===== config.mk =====
export PLATFORM = sky130hd
export DESIGN_NAME = rmst_walker
export DESIGN_NICKNAME = d
export VERILOG_FILES = /design/src/sv/rmst_pkg.sv /design/src/sv/rmst_walker.sv
export SDC_FILE = /design/constraint.sdc
export NUM_CORES = 1
export LEC_CHECK = 0
export ABC_CLOCK_PERIOD_IN_PS = 5130
export CAP_MARGIN = 20
export CORE_MARGIN = 2
export CORE_UTILIZATION = 35
export CTS_CLUSTER_SIZE = 20
export DETAILED_ROUTE_END_ITERATION = 8
export DONT_BUFFER_PORTS = 1
export PLACE_DENSITY = 0.45
export SLEW_MARGIN = 25
export SYNTH_ARGS = -nofsm -noshare
export SYNTH_HDL_FRONTEND = slang
export SYNTH_SLANG_ARGS = --single-unit

===== constraint.sdc =====
create_clock -name i_clk -period 5.13 [get_ports i_clk]
set_clock_uncertainty 0.05 [all_clocks]
set_input_delay 0.2565 -clock i_clk [delete_from_list [all_inputs] [get_ports i_clk]]
set_output_delay 0.2565 -clock i_clk [all_outputs]
set_load 0.01 [all_outputs]

===== src/sv/rmst_pkg.sv =====
// ----------------------------------------------------------------------------
// rmst_pkg
// Shared types and constants for the range-minimum segment tree core.
// ----------------------------------------------------------------------------
package rmst_pkg;

    localparam int unsigned INDEX_W = 10;
    localparam int unsigned VALUE_W = 32;
    localparam int unsigned BOUND_W = 11;

    typedef logic                       t_op;
    typedef logic [INDEX_W-1:0]         t_index;
    typedef logic signed [VALUE_W-1:0]  t_value;
    typedef logic [BOUND_W-1:0]         t_bound;

    localparam t_op OP_WRITE = 1'b0;
    localparam t_op OP_QUERY = 1'b1;

    // identity of the minimum; every node holds this after reset
    localparam t_value IDENTITY_MIN = 32'sd1000000000;

    typedef enum logic [5:0] {
        S_CLEAR  = 6'b000001,
        S_IDLE   = 6'b000010,
        S_W_LEAF = 6'b000100,
        S_W_UP   = 6'b001000,
        S_Q_LO   = 6'b010000,
        S_Q_HI   = 6'b100000
    } t_state;

    function automatic t_value min_value(input t_value a, input t_value b);
        return (a < b) ? a : b;
    endfunction

endpackage


===== src/sv/rmst_walker.sv =====
// ----------------------------------------------------------------------------
// rmst_walker
// Sequencer that walks the tree one level at a time through the node RAM:
// clears it after reset, updates ancestors on a write, folds a range query.
// ----------------------------------------------------------------------------
module rmst_walker #(
    parameter int unsigned LEAVES = 1024
) (
    input  logic                            i_clk,
    input  logic                            i_rst_n,
    input  logic                            i_valid,
    output logic                            o_ready,
    input  rmst_pkg::t_op                   i_op,
    input  rmst_pkg::t_index                i_index,
    input  rmst_pkg::t_value                i_value,
    input  rmst_pkg::t_bound                i_left,
    input  rmst_pkg::t_bound                i_right,
    output logic                            o_we,
    output logic [$clog2(LEAVES):0]         o_waddr,
    output rmst_pkg::t_value                o_wdata,
    output logic [$clog2(LEAVES):0]         o_raddr,
    input  rmst_pkg::t_value                i_rdata,
    output logic                            o_res_valid,
    output rmst_pkg::t_value                o_res_min,
    input  logic                            i_res_ready
);
    import rmst_pkg::*;

    localparam int unsigned LW  = $clog2(LEAVES);
    localparam int unsigned MAW = LW + 1;
    // wide enough for 2*LEAVES and for the bound fields
    localparam int unsigned CW  = (LW + 2 > BOUND_W) ? LW + 2 : BOUND_W;
    localparam logic [CW-1:0]  LEAVES_C = CW'(LEAVES);
    localparam logic [MAW-1:0] ROOT     = MAW'(1);

    t_state         r_state, n_state;
    logic [MAW-1:0] r_k, n_k;
    t_value         r_cur, n_cur;
    logic [CW-1:0]  r_lo, n_lo;
    logic [CW-1:0]  r_hi, n_hi;
    t_value         r_best, n_best;
    logic           r_pend, n_pend;

    logic [CW-1:0]  left_ext, right_ext, left_c, right_c, index_ext, hi_dec;
    t_value         best_f;

    always_ff @(posedge i_clk) begin
        if (!i_rst_n) begin
            r_state <= S_CLEAR;
            r_k     <= '0;
            r_pend  <= 1'b0;
        end else begin
            r_state <= n_state;
            r_k     <= n_k;
            r_pend  <= n_pend;
        end
    end

    always_ff @(posedge i_clk) begin
        r_cur  <= n_cur;
        r_lo   <= n_lo;
        r_hi   <= n_hi;
        r_best <= n_best;
    end

    always_comb begin
        left_ext  = CW'(i_left);
        right_ext = CW'(i_right);
        index_ext = CW'(i_index);
        left_c    = (left_ext  > LEAVES_C) ? LEAVES_C : left_ext;
        right_c   = (right_ext > LEAVES_C) ? LEAVES_C : right_ext;
        hi_dec    = r_hi - CW'(1);
        // fold the read issued in the previous cycle
        best_f    = r_pend ? min_value(r_best, i_rdata) : r_best;

        n_state     = r_state;
        n_k         = r_k;
        n_cur       = r_cur;
        n_lo        = r_lo;
        n_hi        = r_hi;
        n_best      = best_f;
        n_pend      = 1'b0;
        o_ready     = 1'b0;
        o_we        = 1'b0;
        o_waddr     = r_k;
        o_wdata     = IDENTITY_MIN;
        o_raddr     = r_k ^ MAW'(1);
        o_res_valid = 1'b0;
        o_res_min   = best_f;

        unique case (r_state)
            S_CLEAR: begin
                o_we = 1'b1;
                n_k  = r_k + MAW'(1);
                if (&r_k) begin
                    n_state = S_IDLE;
                end
            end
            S_IDLE: begin
                o_ready = 1'b1;
                if (i_valid) begin
                    if (i_op == OP_QUERY) begin
                        n_lo    = left_c + LEAVES_C;
                        n_hi    = right_c + LEAVES_C;
                        n_best  = IDENTITY_MIN;
                        n_state = S_Q_LO;
                    end else if (index_ext < LEAVES_C) begin
                        n_k     = MAW'(index_ext + LEAVES_C);
                        n_cur   = i_value;
                        n_state = S_W_LEAF;
                    end
                end
            end
            S_W_LEAF: begin
                // store the leaf and fetch its sibling
                o_we    = 1'b1;
                o_wdata = r_cur;
                n_k     = r_k >> 1;
                n_state = S_W_UP;
            end
            S_W_UP: begin
                n_cur   = min_value(r_cur, i_rdata);
                o_we    = 1'b1;
                o_wdata = n_cur;
                if (r_k == ROOT) begin
                    n_state = S_IDLE;
                end else begin
                    n_k = r_k >> 1;
                end
            end
            S_Q_LO: begin
                if (r_lo >= r_hi) begin
                    o_res_valid = 1'b1;
                    if (i_res_ready) begin
                        n_state = S_IDLE;
                    end
                end else begin
                    if (r_lo[0]) begin
                        o_raddr = r_lo[MAW-1:0];
                        n_pend  = 1'b1;
                        n_lo    = r_lo + CW'(1);
                    end
                    n_state = S_Q_HI;
                end
            end
            S_Q_HI: begin
                if (r_hi[0]) begin
                    o_raddr = hi_dec[MAW-1:0];
                    n_pend  = 1'b1;
                    n_hi    = hi_dec >> 1;
                end else begin
                    n_hi = r_hi >> 1;
                end
                n_lo    = r_lo >> 1;
                n_state = S_Q_LO;
            end
            default: begin
                n_state = S_IDLE;
            end
        endcase
    end
endmodule

==> results of run 1 <==
## cell usage in the layout, fill, tap and decap left out, types with 3 or more instances in the layout
cell type	Yosys	final
nor2_1	81	80
ha_1	76	76
nand2_1	70	70
a211oi_1	70	69
mux2i_1	64	64
a21oi_1	57	57
edfxtp_1	56	56
dfxtp_1	50	50
inv_1	46	46
a221o_1	36	36
mux2_1	32	32
o21ai_0	25	25
a22o_1	24	24
dlygate4sd3_1	0	21
and3_1	19	18
nand3_1	17	16
buf_4	1	16
nor4_1	12	12
nand4_1	10	10
nor2b_1	10	10
nand3b_1	10	10
a22oi_1	9	9
clkbuf_16	0	9
o21a_1	7	7
o211ai_1	7	7
nor3_1	7	7
nor3b_1	8	7
and4_1	6	6
a31oi_1	6	6
o21ai_1	6	6
xor2_1	6	6
a21o_1	5	5
xnor2_1	4	4
nand2b_1	3	3
and2_1	4	3
a21boi_1	4	3
## synth_stat cells (all sizes together) (2+ instances only)
master / n
mux2: 32
nand3b: 10
ha: 76
and3: 19
nand2: 70
a31oi: 6
a221o: 36
nor3b: 8
mux2i: 64
nor3: 8
a211oi: 71
inv: 47
a21boi: 5
o21a: 8
nand3: 17
dfxtp: 50
and2: 4
a21o: 5
edfxtp: 56
a21oi: 57
o22ai: 2
nand4: 10
buf: 21
a22oi: 9
nor2: 81
a22o: 24
o21ai: 32
clkbuf: 40
or3: 2
xor2: 6
nor2b: 10
a211o: 3
nand2b: 4
a2111oi: 2
o2111a: 2
xnor2: 4
o211ai: 7
and4: 6
or2: 4
nor4: 12
## through the flow
step	total power (W)	area [um2]
after floorplan	0.002123	8653
after global placement	0.002456	8881
after detailed placement	0.002452	8881
after CTS	0.003203	9376
after global routing	0.003376	9383
final	0.003162	9383
## cells by family (layout without fill, tap and decap cells)
group	Yosys count	count (layout)	share of synthesized area, %
buffers and inverters	108	100	5.870
XOR/XNOR	10	10	1.012
multiplexers	96	96	11.57
flip-flops	106	106	31.00
AND/OR/NAND/NOR	268	268	15.33
adder cells (fa/ha/maj)	76	76	10.99
AO/OA/AOI/OAI	279	279	24.23
## power by group
| part | leakage, nW | total (W) | switching [W] | internal, W |
|---|---|---|---|---|
| Clock | 0.132 | 0.000713 | 0.000372 | 0.000340 |
| Combinational | 2.54 | 0.00120 | 0.000738 | 0.000460 |
| Sequential | 0.919 | 0.00125 | 0.000184 | 0.00107 |
## worst min path at each step
stage,start,end,slack [ns]
floorplan,i_op,r_state[2],0.28
global placement,i_op,r_state[2],0.29
detailed placement,i_op,r_state[2],0.29
CTS,i_rdata[16],r_best[16],0.002
global route,i_rdata[24],r_best[24],0.01
finish,i_rdata[16],r_best[16],0.02
## registers in the layout (all words and copies together), names as in the netlist
register  cells
r_hi         12
r_lo         12
r_state       6
r_cur        32
r_best       32
o_waddr      11
r_pend        1
## repair_timing
item                                   in CTS  in global routing
endpoints found under the hold margin      36                  0
hold buffers                               21                  0
setup endpoints to repair                   0                  0
## layout make-up
type | count | area (um2)
Multi-Input combinational cell | 729 | 5503
Fill cell | 2508 | 14940
Sequential cell | 106 | 2683
Tap cell | 324 | 405.4
Clock buffer | 9 | 225.2
Inverter | 47 | 176.4
Clock inverter | 7 | 60.06
Timing Repair Buffer | 37 | 330.3
## metal layers
metal  GRT usage (%)  up-vias  share of wire [%]
met5               0        -                  0
met4           4.464        0                1.4
met3           5.367       29                6.4
met2           36.52      225                 47
met1           28.22     3547                 45
li1                -     3593                  -
==> results by group, run 1 <==
Status
  • Status: finished, final reports clean

Detailed routing
  • Vias per cell: between 5 and 6
  • ANT nets after route: 0
  • Drt pass-1 iters: 5
  • # DRC: 0
  • DR WL/cell: 22.97 um
  • Via count: approximately 7.4k
  • Overall routed net length: 28.92 mm
  • DRT iter0 DRCs: 398

Power and ir drop
  • Pleak: 3.588 nW
  • Power per cell area: roughly 340 nW/um2
  • IR drop worst, VDD: around 0.00015 V

Die
  • Die width: between 150 and 200 um
  • Row cnt: between 50 and 60
  • Die Height: 161.2 um
  • Core area: around 24000 um2
  • Die ar.: 26000 um2
  • Num ports: 190
  • Initial Utilization: 35.58%

Cells and area
  • ANT cells: 0
  • Final design utilization: 38.58%
  • Share of layout cells above drive strength 1: 5.561%
  • Nets: 1107
  • Finished Layout Cells: about 1.3k
  • Area grow syn2layout: 8.430%

Placement
  • # port buffers: 0
  • Pre-CTS setup slack: 1.345 ns
  • Gpl congestion: 0.8241
  • Placed insts: around 1.2k
  • DPL Wire Length: 20.27 mm

Worst setup path
  • Slowest CP cell: o21ai_2
  • Worst Setup Start Kind: flop
  • Worst reg2reg setup slack: 1.32 ns
  • Crit path to: o_wdata[11]
  • Crit path buf inv count: 0
  • Critical path, cell by cell: ha_1, and4_1, a31oi_1, o41ai_2, o311ai_4, a21boi_4, o21ai_2, a221o_1
  • Critical path's top delay family: compound AO/OA/AOI/OAI gates
  • Crit path largest cell delay: 0.79 ns
  • CP Depth: 8
  • Crit. Startpoint: r_cur[14]
  • Worst-path fanout max: 16
  • Kind of critical path: reg2out
  • Crit path required time: 4.82 ns
  • Number of cells on the worst reg-to-reg path: 8
  • Worst setup EP type: output port
  • RR Startpoint: r_cur[31]
  • FF-to-FF End: r_cur[20]
  • CP Data Arrival Time: roughly 3.8 ns

CTS
  • Sink Count: 106
  • Root Buffer Master: clkbuf_16
  • Clock Tree Buf Depth: 2
  • H-tree Lvls: 3
  • Clock-pin slew of the registers on the worst-case setup and hold paths: 0.08 ns
  • Post-CTS setup buffers: 0
  • Num CTS Buffers: 9
  • Clk Latency, worst-skew pair: ~0.37 ns
  • Gates resized, CTS repair: 0
  • CTS tree: done

Logic synthesis
  • Post-synthesis sequential area ratio: 31.00%
  • Ys flop type: edfxtp_1
  • Post-Synthesis Cells: 943
  • Area contributors post-synth: edfxtp_1, dfxtp_1, ha_1
  • Synth area leader: edfxtp_1
  • Syn_nets: 1120
  • Number of enable flip-flop cells after synthesis: 56
  • Proportion of netlist area held by the largest area contributor: 19.43%
  • Synth Warn #: 0
  • Yosys reg bits: 106
  • Syn Area/Cell: slightly above 9 um2
  • Mapped Area: 8653 um2
  • Share of synthesized flip-flops with an asynchronous set or reset: 0%
  • Synth cell types: 67

Global routing
  • Global-route wire length before repair: 43.95 mm
  • Largest net degree at the start of global routing: 43
  • Grt ovf: 0
  • Initial antenna violation count: 0
  • GR Util All Layers: ~22%
  • Vias in the first global route: around 7.3k

Timing
  • Final setup fails: 0
  • F_max: 242.9 MHz
  • Slew at the pin closest to its max-slew limit: between 1 and 1.5 ns
  • Worst relative slew slack: 31.33%
  • RSZ-0062 raised after global routing: false
  • Period Utilization, post-route: 80.26%
  • Final Critical Period: 4.117 ns
  • Hold Fails Final Rpt: 0
  • Final hold slack: 0.01502 ns
  • Count of pins over their slew limit: 0
  • Final setup margin: ~1.0 ns
  • Setup_tns: 0 ns

Worst hold path
  • Hold WC Path Type: in2reg
  • WHS Path Cells: 2

Flow run
  • Max Cap Viol: 0
(Power assumes the default switching activity.)
==> run 2: changes to the inputs <==
ABC_CLOCK_PERIOD_IN_PS = 3400   (was 5130)
PLACE_DENSITY = 0.47   (was 0.45)
clock period = 3.4 ns   (was 5.13 ns; I/O delays follow)
==> run 2 against run 1 <==
Non-clock buffer count is 81 higher. Clock power is 60% higher. Setup slack worse by 0.94 ns. Worst hold slack worse by 0.0042 ns. Core utilization is 5.6 points higher. Critical path depth is 3 higher. Highest routed layer unchanged. Design area is 15% higher. Die area stayed put.
==> results by group, run 2 (synthesized netlist as in run 1, its figures left out) <==
Die
  • Row cnt: 57 (unchanged)
  • Die ar.: 26000 um2 (unchanged)
  • Initial Utilization: 35.58% (unchanged)
  • Die width: 161.2 um (unchanged)
  • Core area: 24320 um2 (unchanged)
  • Num ports: 190 (unchanged)
  • Die Height: 161.2 um (unchanged)

Detailed routing
  • Via count: 7886 (+6.7%)
  • # DRC: 0 (unchanged)
  • ANT nets after route: 0 (unchanged)
  • Overall routed net length: 31.22 mm (+8.0%)
  • Drt pass-1 iters: 5 (unchanged)
  • DRT iter0 DRCs: 538 (+35%)
  • DR WL/cell: 23.28 um (+1.4%)
  • Vias per cell: 5.881 (+0.13%)

Cells and area
  • Area grow syn2layout: 24.25%
  • Sequential cell area: 2698 um2 (+0.56%)
  • Commonest cells after routing, fill and taps aside: nor2_1, nand2_1, a211oi_1
  • Nets: 1189 (+7.4%)
  • Largest registers: r_best: 32 flops, r_cur: 32 flops
  • Share of layout cells above drive strength 1: 17.50% (+12 points)
  • Area of the multi-input gates: 5938 um2 (+7.9%)
  • ANT cells: 0 (unchanged)
  • Fillers: 2397 (-4.4%)
  • Final design utilization: 44.21% (+5.6 points)
  • Commonest non-fill, non-tap cell in the layout: nor2_1
  • Finished Layout Cells: 1341 (+6.5%)

Worst setup path
  • Worst-path fanout max: 10 (-6)
  • Number of cells on the worst reg-to-reg path: 10 (+2)
  • Worst setup EP type: output port
  • Critical path's top delay family: compound AO/OA/AOI/OAI gates
  • Kind of critical path: reg2out
  • Worst reg2reg setup slack: 0.24 ns (-1.08 ns)
  • Critical path, cell by cell: ha_4, and4_4, o211ai_1, o41ai_2, buf_4, o311a_4, nor3_4, buf_12, o21a_4, buf_12, a221o_1
  • Crit path largest cell delay: 0.49 ns (-0.30 ns)
  • RR Startpoint: r_cur[9]
  • Crit path required time: 3.18 ns (-1.64 ns)
  • Crit path buf inv count: 3 (+3)
  • CP Data Arrival Time: 3.11 ns (-0.70 ns)
  • FF-to-FF End: r_cur[14]
  • Cell repeated most along the worst path: buf_12
  • Worst Setup Start Kind: flop
  • Slowest CP cell: edfxtp_1

Timing
  • Hold Fails Final Rpt: 0 (unchanged)
  • Worst relative slew slack: 35.21% (+3.9 points)
  • Count of pins over their slew limit: 0 (unchanged)
  • RSZ-0062 raised after global routing: true
  • Final setup margin: 0.06862 ns (-0.9443 ns)
  • Final Critical Period: 3.331 ns
  • Final hold slack: 0.01081 ns (-0.004208 ns)
  • Final setup fails: 0 (unchanged)
  • Period Utilization, post-route: between 90% and 100%
  • Setup_tns: 0 ns (unchanged)
  • F_max: 300.2 MHz
  • Slew at the pin closest to its max-slew limit: 0.9661 ns (-0.06394 ns)

Placement
  • # port buffers: 0 (unchanged)
  • Pre-CTS setup slack: 0.1380 ns (-1.207 ns)
  • Gpl congestion: 0.7838 (-4.9%)
  • DPL Wire Length: 20.62 mm (+1.7%)
  • Placed insts: 1238 (+1.3%)

Power and ir drop
  • Pleak: 4.122 nW (+15%)
  • IR drop worst, VDD: 0.0002873 V (+88%)
  • Power per cell area: 491.6 nW/um2 (+46%)

Worst hold path
  • Hold_sp: i_left[8]
  • WHS Path Cells: 2 (unchanged)
  • Hold WC Path Type: in2reg
  • WHS Endpoint: r_lo[8]

CTS
  • Root Buffer Master: clkbuf_16
  • Sink Count: 106 (unchanged)
  • H-tree Lvls: 3 (unchanged)
  • Clock-pin slew of the registers on the worst-case setup and hold paths: 0.09 ns (about the same)
  • Num CTS Buffers: 9 (unchanged)
  • Clk Latency, worst-skew pair: 0.36 ns (about the same)
  • CTS tree: done
  • Clock Tree Buf Depth: 2 (unchanged)

Global routing
  • GR Util All Layers: 23.54% (+1.9 points)
  • Global-route wire length before repair: 47.49 mm (+8.0%)
  • Grt ovf: 0 (unchanged)
  • Vias in the first global route: 7947 (+8.7%)
  • Largest net degree at the start of global routing: 40 (-7.0%)
  • Initial antenna violation count: 0 (unchanged)

Flow run
  • Max Cap Viol: 0 (unchanged)

Status
  • Status: finished, final reports clean
run 2: layout make-up:
type                    count  share of cell area, %
clock inverters             7                 0.7797
clock buffers               9                  2.095
repair buffers            118                  11.39
inverters                  47                  1.641
well taps                 324                  3.770
flip-flops and latches    106                  25.09
multi-input cells         730                  55.23
run 2: what timing repair did:
| item | in CTS | in global routing |
|---|---|---|
| pin swaps | 13 | 5 |
| endpoints found under the setup margin | 64 | 75 |
| hold buffers | 53 | 0 |
| cloned | 5 | 1 |
| resized for setup | 86 | 38 |
| hold endpoints to repair | 66 | 0 |
| setup buffers | 15 | 13 |
run 2: routing by layer:
layer / global-route usage, % / share of wire (%) / vias to the layer above / wire, um
li1: - / - / 3758 / -
met3: 4.700 / 5.9 / 40 / 1849
met2: 40.87 / 48 / 256 / 15080
met5: 0 / 0 / - / 0
met4: 6.534 / 2.3 / 0 / 725
met1: 29.76 / 43 / 3832 / 13560
run 2: worst max-delay path by stage:
stage | from | to | slack [ns] | cells past startpoint
3_5_place_dp | r_best[14] | o_res_min[12] | 0.14 | 9
6_report | r_cur[9] | o_wdata[29] | 0.07 | 11
2_1_floorplan | r_best[17] | o_res_min[23] | 0.51 | 10
4_1_cts | r_best[23] | o_res_min[26] | -0.02 | 9
5_1_grt | r_best[18] | o_res_min[31] | -0.02 | 10
3_3_place_gp | r_best[14] | o_res_min[11] | 0.16 | 9
run 2: per-stage QoR:
step,area [um2],total power (W)
6_report,10750,0.005285
5_1_grt,10750,0.005622
4_1_cts,10390,0.005179
3_5_place_dp,9039,0.003740
3_3_place_gp,9039,0.003737
2_1_floorplan,8653,0.003204
run 2: worst register-to-register path, delay by kind of cell, from the launching register on:
| family | cells | cell delay, ns |
|---|---|---|
| buffers and inverters | 2 | 0.49 |
| flip-flops | 1 | 0.49 |
| AND/OR/NAND/NOR | 2 | 0.61 |
| adder cells (fa/ha/maj) | 1 | 0.26 |
| AO/OA/AOI/OAI | 5 | 1.08 |
run 2: report_power, final:
part	internal [W]	switching, W
combinational	0.000997	0.00122
sequential	0.00162	0.000303
clock	0.000588	0.000554
total	0.00320	0.00208
==> run 3: changes to the inputs <==
BUFFER_PORTS_ARGS = -buffer_cell sky130_fd_sc_hd__buf_4   (was unset)
CORE_ASPECT_RATIO = 1.1   (was unset)
CORE_UTILIZATION = 38   (was 35)
DONT_BUFFER_PORTS = unset   (was 1)
PLACE_DENSITY = 0.58   (was 0.47)
==> run 3 against run 2 <==
The flow now finishes with violations (negative setup slack). Core utilization grew 9.5 points. Setup slack got worse by 0.14 ns. Global-route usage increased by 1.3 points. First-iteration DRC count fell by 7.2%. Critical path type unchanged. Largest cell class unchanged. Highest routed layer unchanged.
==> results by group, run 3 (synthesized netlist as in run 1, its figures left out) <==
Status
  • Status: finished with violations
  • Failing checks: negative setup slack

Die
  • Num ports: 190 (unchanged)
  • Initial Utilization: 38.89% (+3.3 points)
  • Die width: 147.9 um (-8.3%)
  • Row cnt: 57 (unchanged)
  • Die Height: 162.3 um (+0.64%)
  • Die ar.: 24000 um2 (-7.7%)
  • Core area: 22250 um2 (-8.5%)

Worst setup path
  • Worst setup EP type: output port
  • Kind of critical path: reg2out
  • Worst Setup Start Kind: flop
  • Worst-path fanout max: 5 (-5)
  • CP Data Arrival Time: 3.25 ns (+0.14 ns)
  • Crit path required time: 3.18 ns (about the same)

CTS
  • Num CTS Buffers: 9 (unchanged)
  • Root Buffer Master: clkbuf_16
  • Clock Tree Buf Depth: 2 (unchanged)
  • Sink Count: 106 (unchanged)
  • CTS tree: done
  • H-tree Lvls: 3 (unchanged)
  • Clock-pin slew of the registers on the worst-case setup and hold paths: 0.08 ns (about the same)
  • Clk Latency, worst-skew pair: 0.36 ns (about the same)

Timing
  • Worst relative slew slack: 28.82% (-6.4 points)
  • Count of pins over their slew limit: 0 (unchanged)
  • RSZ-0062 raised after global routing: true
  • F_max: 288.0 MHz (-4.1%)
  • Final setup margin: -0.07245 ns (-0.1411 ns)
  • Slew at the pin closest to its max-slew limit: 1.061 ns (+0.09517 ns)
  • Final setup fails: 43 (+43)
  • Final Critical Period: 3.472 ns (+0.1411 ns)
  • Period Utilization, post-route: 102.1% (+4.1 points)
  • Hold Fails Final Rpt: 0 (unchanged)
  • Setup_tns: -1.274 ns (-1.274 ns)
  • Final hold slack: 0.03713 ns (+0.02632 ns)

Flow run
  • Max Cap Viol: 0 (unchanged)

Detailed routing
  • Drt pass-1 iters: 5 (unchanged)
  • # DRC: 0 (unchanged)
  • DR WL/cell: 21.09 um (-9.4%)
  • Vias per cell: 5.843 (-0.65%)
  • DRT iter0 DRCs: 499 (-7.2%)
  • Via count: 8583 (+8.8%)
  • ANT nets after route: 0 (unchanged)
  • Overall routed net length: 30.98 mm (-0.78%)

Placement
  • # port buffers: 189 (+189)
  • Gpl congestion: 0.8495 (+8.4%)
  • DPL Wire Length: 20.55 mm (-0.34%)

Power and ir drop
  • Switching share of power: 37.96% (-1.4 points)
  • Logic gate share of total power: 47.8% (+5.8 points)
  • IR drop worst, VDD: 0.0003091 V (+7.6%)
  • Flop pwr share: 33.1% (-3.3 points)
  • Pleak: 4.996 nW (+21%)
  • Internal power: 0.003512 W (+9.6%)
  • Power per cell area: 473.3 nW/um2 (-3.7%)
  • Net Sw Power: 0.002149 W (+3.2%)
  • Clock Power Share: 19.1% (-2.5 points)

Global routing
  • Global-route wire length before repair: 47.35 mm (-0.28%)
  • Grt ovf: 0 (unchanged)
  • GR Util All Layers: 24.88% (+1.3 points)
  • Largest net degree at the start of global routing: 40 (unchanged)
  • Vias in the first global route: 8629 (+8.6%)
  • Initial antenna violation count: 0 (unchanged)

Cells and area
  • Share of layout cells above drive strength 1: 31.69% (+14 points)
  • Final design utilization: 53.75% (+9.5 points)
  • Nets: 1346 (+13%)
  • Commonest non-fill, non-tap cell in the layout: buf_4
  • Largest registers: r_best: 32 flops, r_cur: 32 flops
  • Fillers: 2086 (-13%)
  • ANT cells: 0 (unchanged)
  • Commonest cells after routing, fill and taps aside: buf_4, nor2_1, nand2_1
  • Area grow syn2layout: 38.22%

Worst hold path
  • Hold WC Path Type: in2reg
run 3: cell count changes in the layout (fill, tap and decap cells not counted), moves of 4 or more:
cell,before,now
buf_4,50,202
buf_6,3,57
dlygate4sd3_1,53,1
mux2_1,0,10
mux2_4,32,22
dfxtp_2,9,5
run 3: final cells by class:
type	count	area, um2	share of cell area (%)
multi-input combinational	730	5908	49.40
sequential	106	2696	22.54
timing repair buffer	275	2519	21.06
tap	295	369.1	3.086
clock buffer	12	267.8	2.239
inverter	47	176.4	1.475
clock inverter	4	23.77	0.1988
run 3: metrics by stage:
step	instances	power (W)	setup WS (ns)	area, um2
after floorplan	943	0.003204	0.5144	8653
after global placement	1404	0.004111	0.06245	10500
after detailed placement	1404	0.004131	0.04392	10500
after CTS	1457	0.005486	-0.07531	11570
after global routing	1469	0.005998	-0.1713	11960
final	1469	0.005660	-0.07245	11960
run 3: timing repair:
action,4_1_cts,5_1_grt
endpoints found under the setup margin,64,74
buffers inserted,31,14
resized for setup,76,71
cloned,6,3
hold buffers,1,0
pin swaps,30,13
hold endpoints to repair,1,0
run 3: power groups by stage:
stage	combinational, W	clock, W	sequential [W]
2_1_floorplan	0.00141	0	0.00180
3_3_place_gp	0.00223	0	0.00188
3_5_place_dp	0.00225	0	0.00188
4_1_cts	0.00252	0.00110	0.00186
5_1_grt	0.00294	0.00115	0.00191
6_report	0.00271	0.00108	0.00188
run 3: per-layer routing:
metal / vias up / wire length, um / track usage (%) / share of wire (%)
met5: - / 0 / 0 / 0
met4: 0 / 860 / 8.052 / 2.8
li1: 4061 / - / - / -
met1: 4138 / 12820 / 31.22 / 41
met3: 52 / 1954 / 4.551 / 6.3
met2: 332 / 15350 / 43.28 / 50
run 3: worst paths after layout:
check	startpoint	to	slack, ns	cells after the start
setup / recovery	r_cur[10]	o_wdata[31]	-0.07	14
setup reg to reg	r_best[17]	r_best[12]	0.16	13
hold reg to reg	r_best[18]	r_best[18]	0.43	2
hold / removal	i_rdata[22]	r_best[22]	0.04	3
run 3: worst max-delay path: stages (launching register included):
cell      delay, ns
edfxtp_1       0.41
ha_1           0.32
and4_4         0.22
a31oi_4        0.20
o41ai_2        0.09
buf_4          0.15
o311a_4        0.33
nor3_4         0.22
buf_6          0.14
buf_6          0.09
o31ai_4        0.07
buf_6          0.16
buf_12         0.14
a22o_1         0.22
buf_6          0.14
